===== src/rtl/tpr_ram.sv =====
// Generic simple dual-port RAM: one write port, one read port with registered data.
// Read data holds while the read enable is low; a same-address read returns the old word.
// No dependencies.
module tpr_ram #(
  parameter int WIDTH = 8,
  parameter int DEPTH = 256
) (
  input  logic                     clk,
  input  logic                     we,
  input  logic [$clog2(DEPTH)-1:0] waddr,
  input  logic [WIDTH-1:0]         wdata,
  input  logic                     re,
  input  logic [$clog2(DEPTH)-1:0] raddr,
  output logic [WIDTH-1:0]         rdata
);

  logic [WIDTH-1:0] mem [DEPTH];

  always_ff @(posedge clk) begin
    if (re) begin
      rdata <= mem[raddr];
    end
    if (we) begin
      mem[waddr] <= wdata;
    end
  end

endmodule


===== config.mk =====
export PLATFORM = sky130hd
export DESIGN_NAME = tpr_ram
export DESIGN_NICKNAME = d
export VERILOG_FILES = /design/src/rtl/tpr_ram.sv
export SDC_FILE = /design/constraint.sdc
export NUM_CORES = 2
export LEC_CHECK = 0
export BUFFER_PORTS_ARGS = -buffer_cell sky130_fd_sc_hd__buf_2
export CAP_MARGIN = 30
export CELL_PAD_IN_SITES_DETAIL_PLACEMENT = 0
export CELL_PAD_IN_SITES_GLOBAL_PLACEMENT = 1
export CORE_MARGIN = 5
export CORE_UTILIZATION = 40
export CTS_CLUSTER_DIAMETER = 200
export DETAILED_ROUTE_END_ITERATION = 10
export PLACE_DENSITY_LB_ADDON = 0.1
export SLEW_MARGIN = 20
export SYNTH_ARGS = -nofsm -noshare
export SYNTH_HDL_FRONTEND = slang
export SYNTH_SLANG_ARGS = --single-unit

===== constraint.sdc =====
create_clock -name clk -period 4.65 [get_ports clk]
set_clock_uncertainty 0.05 [all_clocks]
set_input_delay 0.465 -clock clk [delete_from_list [all_inputs] [get_ports clk]]
set_output_delay 0.465 -clock clk [all_outputs]
set_load 0.05 [all_outputs]

Word-level counts from Yosys, hierarchy flattened:

Memory sizes are Yosys's and may differ from the RTL's. A register that Yosys moved wholly into a read port is not among the register bits.
Cells that the tools add are included.

* add/subtract/negate cells: 0
* multipliers: 0
* div/mod/pow operators: 0
* magnitude comparators: 0
* equality and inequality tests: 0
* shift operators: 0
* muxes and demuxes: 2
* bitwise gates (word level): 0
* reduce and logical (&&, ||, !) cells: 0

Operators with widths (count)
* 1-bit two-way mux: 2

* register bits: 0
* bits in latches: 0
* RAM bits: 2048
* bits in read-only memories: 0
* bits of input ports: 27
* output and inout port bits: 8
* word-level logic and storage cells: 3
* memories kept: 1

Memory list
* mem: depth 256, bits a word 8, rd ports 1, clocked after Yosys merged registers in 1, wr ports 1, line 17 `logic [WIDTH-1:0] mem [DEPTH];`

Longest topological paths before layout:

* word-level depth: 2
* depth in mapped cells: 11
* depth with buffers taken out: 6

Worst setup path before layout:

Ideal clock, no wire load.

* path kind: input port to flip-flop
* start point: in raddr[0]
* end point: reg rdata[2] (read register of mem), data pin
* setup time: 269 ps
* arrival: 2272 ps
* required time: 4331 ps
* path slack: 2059 ps
* stages on the path: 9
* path buffers: 4
* cells stage by stage: buf_6 > buf_12 > buf_8 > buf_2 > mux4_2 > a22oi_1 > a21oi_1 > nor4_1 > nor4_2

RTL lines
* from (decl): line 13 `input logic [$clog2(DEPTH)-1:0] raddr,`
* to (decl): line 14 `output logic [WIDTH-1:0] rdata`

==> results.py <==
metrics = {
    "worst_setup_path": {
        "worstPathMaxFanout": 54,
        "rr_worst_depth": 6,
        "r2r_start": "mem[131][2]",
        "cpLargestDelayFamily": "simple AND/OR/NAND/NOR gates",
        "reg2reg_to": "rdata[2]",
        "cp_slowest_stage_delay_ps": 980,
        "cp-end-kind": "flop",
        "crit_required_ps": 5170,
        "crit_buf_inv": 3,
        "cp.depth": 8,
        "crit_type": "in -> reg",
        "critPathLaunch": "raddr[0]",
        "cpMaxStageDelayCell": "nor4_1",
        "cp-start-kind": "input pin",
        "timing.critical_path.cells": "buf_8 -> buf_4 -> buf_12 -> mux4_1 -> a22oi_1 -> a31oi_2 -> nor4_1 -> nor4_1",
        "r2r_slack_ps": 1620,
        "crit_arrival_ps": 3770,
        "critical_path.endpoint": "rdata[5]",
        "crit_top_cell": "nor4_1",
    },
    "floorplanning": {
        "rows": 163,
        "die_w_um": 456.2,
        "io_pins": 35,
        "dieArea_sq_um": 208100,
        "core_sq_um": 197600,
        "start_util_pct": 40.30,
        "die_height_um": 456.2,
    },
    "power_and_ir_drop": {
        "powerDensity_nw_per_um2": 435.6,
        "p_clk_share_pct": 43.2,
        "pwr-share-seq_pct": 51.6,
        "p_switching_w": 0.008641,
        "p_leak_nw": 28.17,
        "internal-power_w": 0.03100,
        "switching_share_pct": 21.80,
        "ir_drop_uv": 298.8,
        "power_frac_comb_pct": 5.2,
    },
    "final_layout": {
        "drive_gt1_share_pct": 25.44,
        "final_area_sq_um": 91010,
        "syn_to_final_growth_pct": 14.28,
        "fin_nets": 4024,
    },
    "sta": {
        "finalMaxSlewViolations": 0,
        "finalCriticalPeriod_ps": 3248,
        "setup_tns_ps": 0,
        "worst_pin_slew_ps": 1169,
        "finalSetupViolCount": 0,
        "rsz0062_at_grt": "false",
        "hold_violations": 0,
        "fmax_ghz": 0.3079,
        "min_period_over_period_pct": 69.85,
        "maxSlewHeadroom_pct": 22.05,
    },
    "grt": {
        "antenna_found_initial": 19,
        "grt_pass1_wl_mm": 315.3,
        "gr-total-overflow": 0,
        "grt.total_usage_pct": 21.43,
        "grt_max_degree": 136,
        "grt_pass1_vias": 39479,
    },
    "route": {
        "drcViolationCount": 0,
        "routedWlPerCell_um": 33.06,
        "routed_wl_mm": 225.6,
        "viasPerCell": 5.697,
        "ant_nets": 0,
        "drtIter0Drc": 3918,
        "via_count": 38883,
        "dr.pass1.iters": 5,
    },
    "placement": {
        "place_area_sq_um": 83940,
        "dp_hpwl_mm": 142.8,
        "gp_congestion": 0.8002,
        "portBuffers": 34,
    },
    "logic_synthesis": {
        "syn_area_sq_um": 79640,
        "ys_warn_count": 0,
        "avgSynthCellArea_sq_um": 21.33,
        "synth_flop_cell": "edfxtp_1",
        "synth_edf_count": 2056,
        "yosysTopAreaCell": "edfxtp_1",
        "ys_top_cells_by_area": "edfxtp_1, mux4_2, mux2i_1",
        "synthArstFlopShare_pct": 0,
        "netlist.area_leader.share_pct": 77.53,
        "synth_nets": 3760,
        "synth-seq-area-share_pct": 77.53,
        "ys_seq_elements": 2056,
        "synth.distinct_cells": 54,
        "synth_cells": 3733,
    },
    "clock_tree": {
        "post_cts_buffers": 0,
        "ctsResizeCount": 0,
        "clk_path_buf_depth": 3,
        "cts_buffers": 215,
        "cts_tree": "built",
        "path_clk_slew_ps": 60,
        "hold_buffers": 1,
        "clock_sink_count": 2056,
        "cts_root_buf": "clkbuf_16",
        "clk_latency_ps": 850,
        "htreeDepth": 4,
    },
    "job": {
        "maxCapViolCount": 0,
    },
    "status": {
        "status": "finished clean",
    },
    "min_path": {
        "min_path_type": "in -> reg",
    },
}
## placed cells by master (no fill, tap or decap), drive strengths merged, types with 2 or more instances in the layout
| cell type | Yosys | layout |
|---|---|---|
| or2 | 4 | 4 |
| o32ai | 5 | 5 |
| buf | 122 | 278 |
| and2 | 6 | 6 |
| diode | 0 | 6 |
| a21oi | 96 | 96 |
| and3b | 2 | 2 |
| a221oi | 14 | 14 |
| a311oi | 2 | 2 |
| o22a | 5 | 5 |
| nand3b | 2 | 2 |
| nand2b | 8 | 8 |
| mux2i | 134 | 134 |
| a22oi | 133 | 133 |
| clkbuf | 111 | 255 |
| o211ai | 10 | 10 |
| bufinv | 0 | 24 |
| clkinv | 1 | 112 |
| o21ai | 12 | 12 |
| a2111oi | 5 | 5 |
| a211oi | 16 | 16 |
| o221ai | 47 | 47 |
| inv | 1 | 7 |
| a31oi | 2 | 2 |
| nand4 | 10 | 10 |
| nor4 | 27 | 27 |
| nand3 | 34 | 34 |
| o22ai | 28 | 28 |
| nand2 | 33 | 33 |
| nor2b | 31 | 31 |
| nor3 | 22 | 22 |
| edfxtp | 2056 | 2056 |
| a22o | 8 | 8 |
| mux4 | 456 | 456 |
| nor2 | 282 | 282 |
| clkinvlp | 0 | 4 |
## worst reg2reg max path: cells and delay by family (launching register included)
family          cells  cell delay (ps)
simple gates        3             1170
compound gates      1              190
mux                 2              990
flops               1              350
## area by class of cell
class / instances / area (sq um)
Fill cell: 16557 / 106600
Clock inverter: 145 / 1405
Antenna cell: 6 / 15.01
Multi-Input combinational cell: 1442 / 16550
Sequential cell: 2056 / 61740
Tap cell: 2640 / 3303
Clock buffer: 254 / 5590
Timing Repair Buffer: 280 / 2391
Inverter: 2 / 7.507
## state kept, by name (all words and copies together) (netlist names)
name / count
rdata: 8
mem: 2048
## power by group through the flow
| stage | Sequential, W | Clock (W) | Combinational [W] |
|---|---|---|---|
| floorplan | 0.0209 | 0 | 0.000993 |
| global placement | 0.0209 | 0 | 0.00207 |
| detailed placement | 0.0209 | 0 | 0.00209 |
| CTS | 0.0205 | 0.0174 | 0.00209 |
| global route | 0.0205 | 0.0182 | 0.00217 |
| finish | 0.0205 | 0.0171 | 0.00205 |
## synthesized netlist by cell type, types with 3 or more instances
cell	count
buf_12	8
a22o_1	8
a221oi_1	13
edfxtp_1	2056
nand2_1	33
mux4_2	454
a211oi_1	16
buf_8	13
o32ai_1	4
mux2i_1	134
clkbuf_1	111
o221ai_1	46
buf_4	27
a22oi_1	133
o22ai_1	28
nand4_1	10
nand2b_1	8
buf_1	22
nor4_1	24
o21ai_0	10
o22a_1	5
nor2_1	282
buf_2	31
nor2b_1	31
or2_2	4
and2_1	6
nand3_1	34
nor4_2	3
nor3_1	22
buf_6	21
a21oi_1	96
o211ai_1	10
## routing by layer
metal	global-route usage [%]	vias up	wire length, um
met1	30.81	21086	98910
met3	4.454	305	14800
met2	33.28	1211	105400
met5	0	-	0
met4	6.273	0	6521
li1	-	16281	-
## metrics by stage
| step | hold WS, ps | cells | util [%] | worst slack (ps) | power (W) |
|---|---|---|---|---|---|
| 5_1_grt | 24.80 | 6820 | 46.04 | 1370 | 0.04085 |
| 3_3_place_gp | 898.7 | 6408 | 42.44 | 165.0 | 0.02293 |
| 4_1_cts | 11.39 | 6814 | 46.02 | 1235 | 0.04000 |
| 2_1_floorplan | 513.9 | 3733 | - | 2059 | 0.02187 |
| 6_report | 28.40 | 6825 | 46.05 | 1402 | 0.03964 |
| 3_5_place_dp | 896.0 | 6414 | 42.48 | 313.6 | 0.02295 |
## kinds of logic after synthesis
kind of cell           count (synthesis)  synth area share (%)
flip-flops                          2056                 77.53
multiplexers                         591                 14.60
AND/OR/NAND/NOR                      466                 2.625
AO/OA/AOI/OAI                        385                 3.416
buffers and inverters                235                 1.829
## worst min-delay path by stage
stage                  start     endpoint  cells after the start
global route        wdata[6]   mem[56][6]                      1
detailed placement        re     rdata[5]                      1
finish              wdata[4]   mem[39][4]                      1
global placement          re     rdata[5]                      1
CTS                 wdata[6]  mem[124][6]                      1
floorplan           wdata[0]    mem[0][0]                      0
Power figures use the tool's default switching activity.
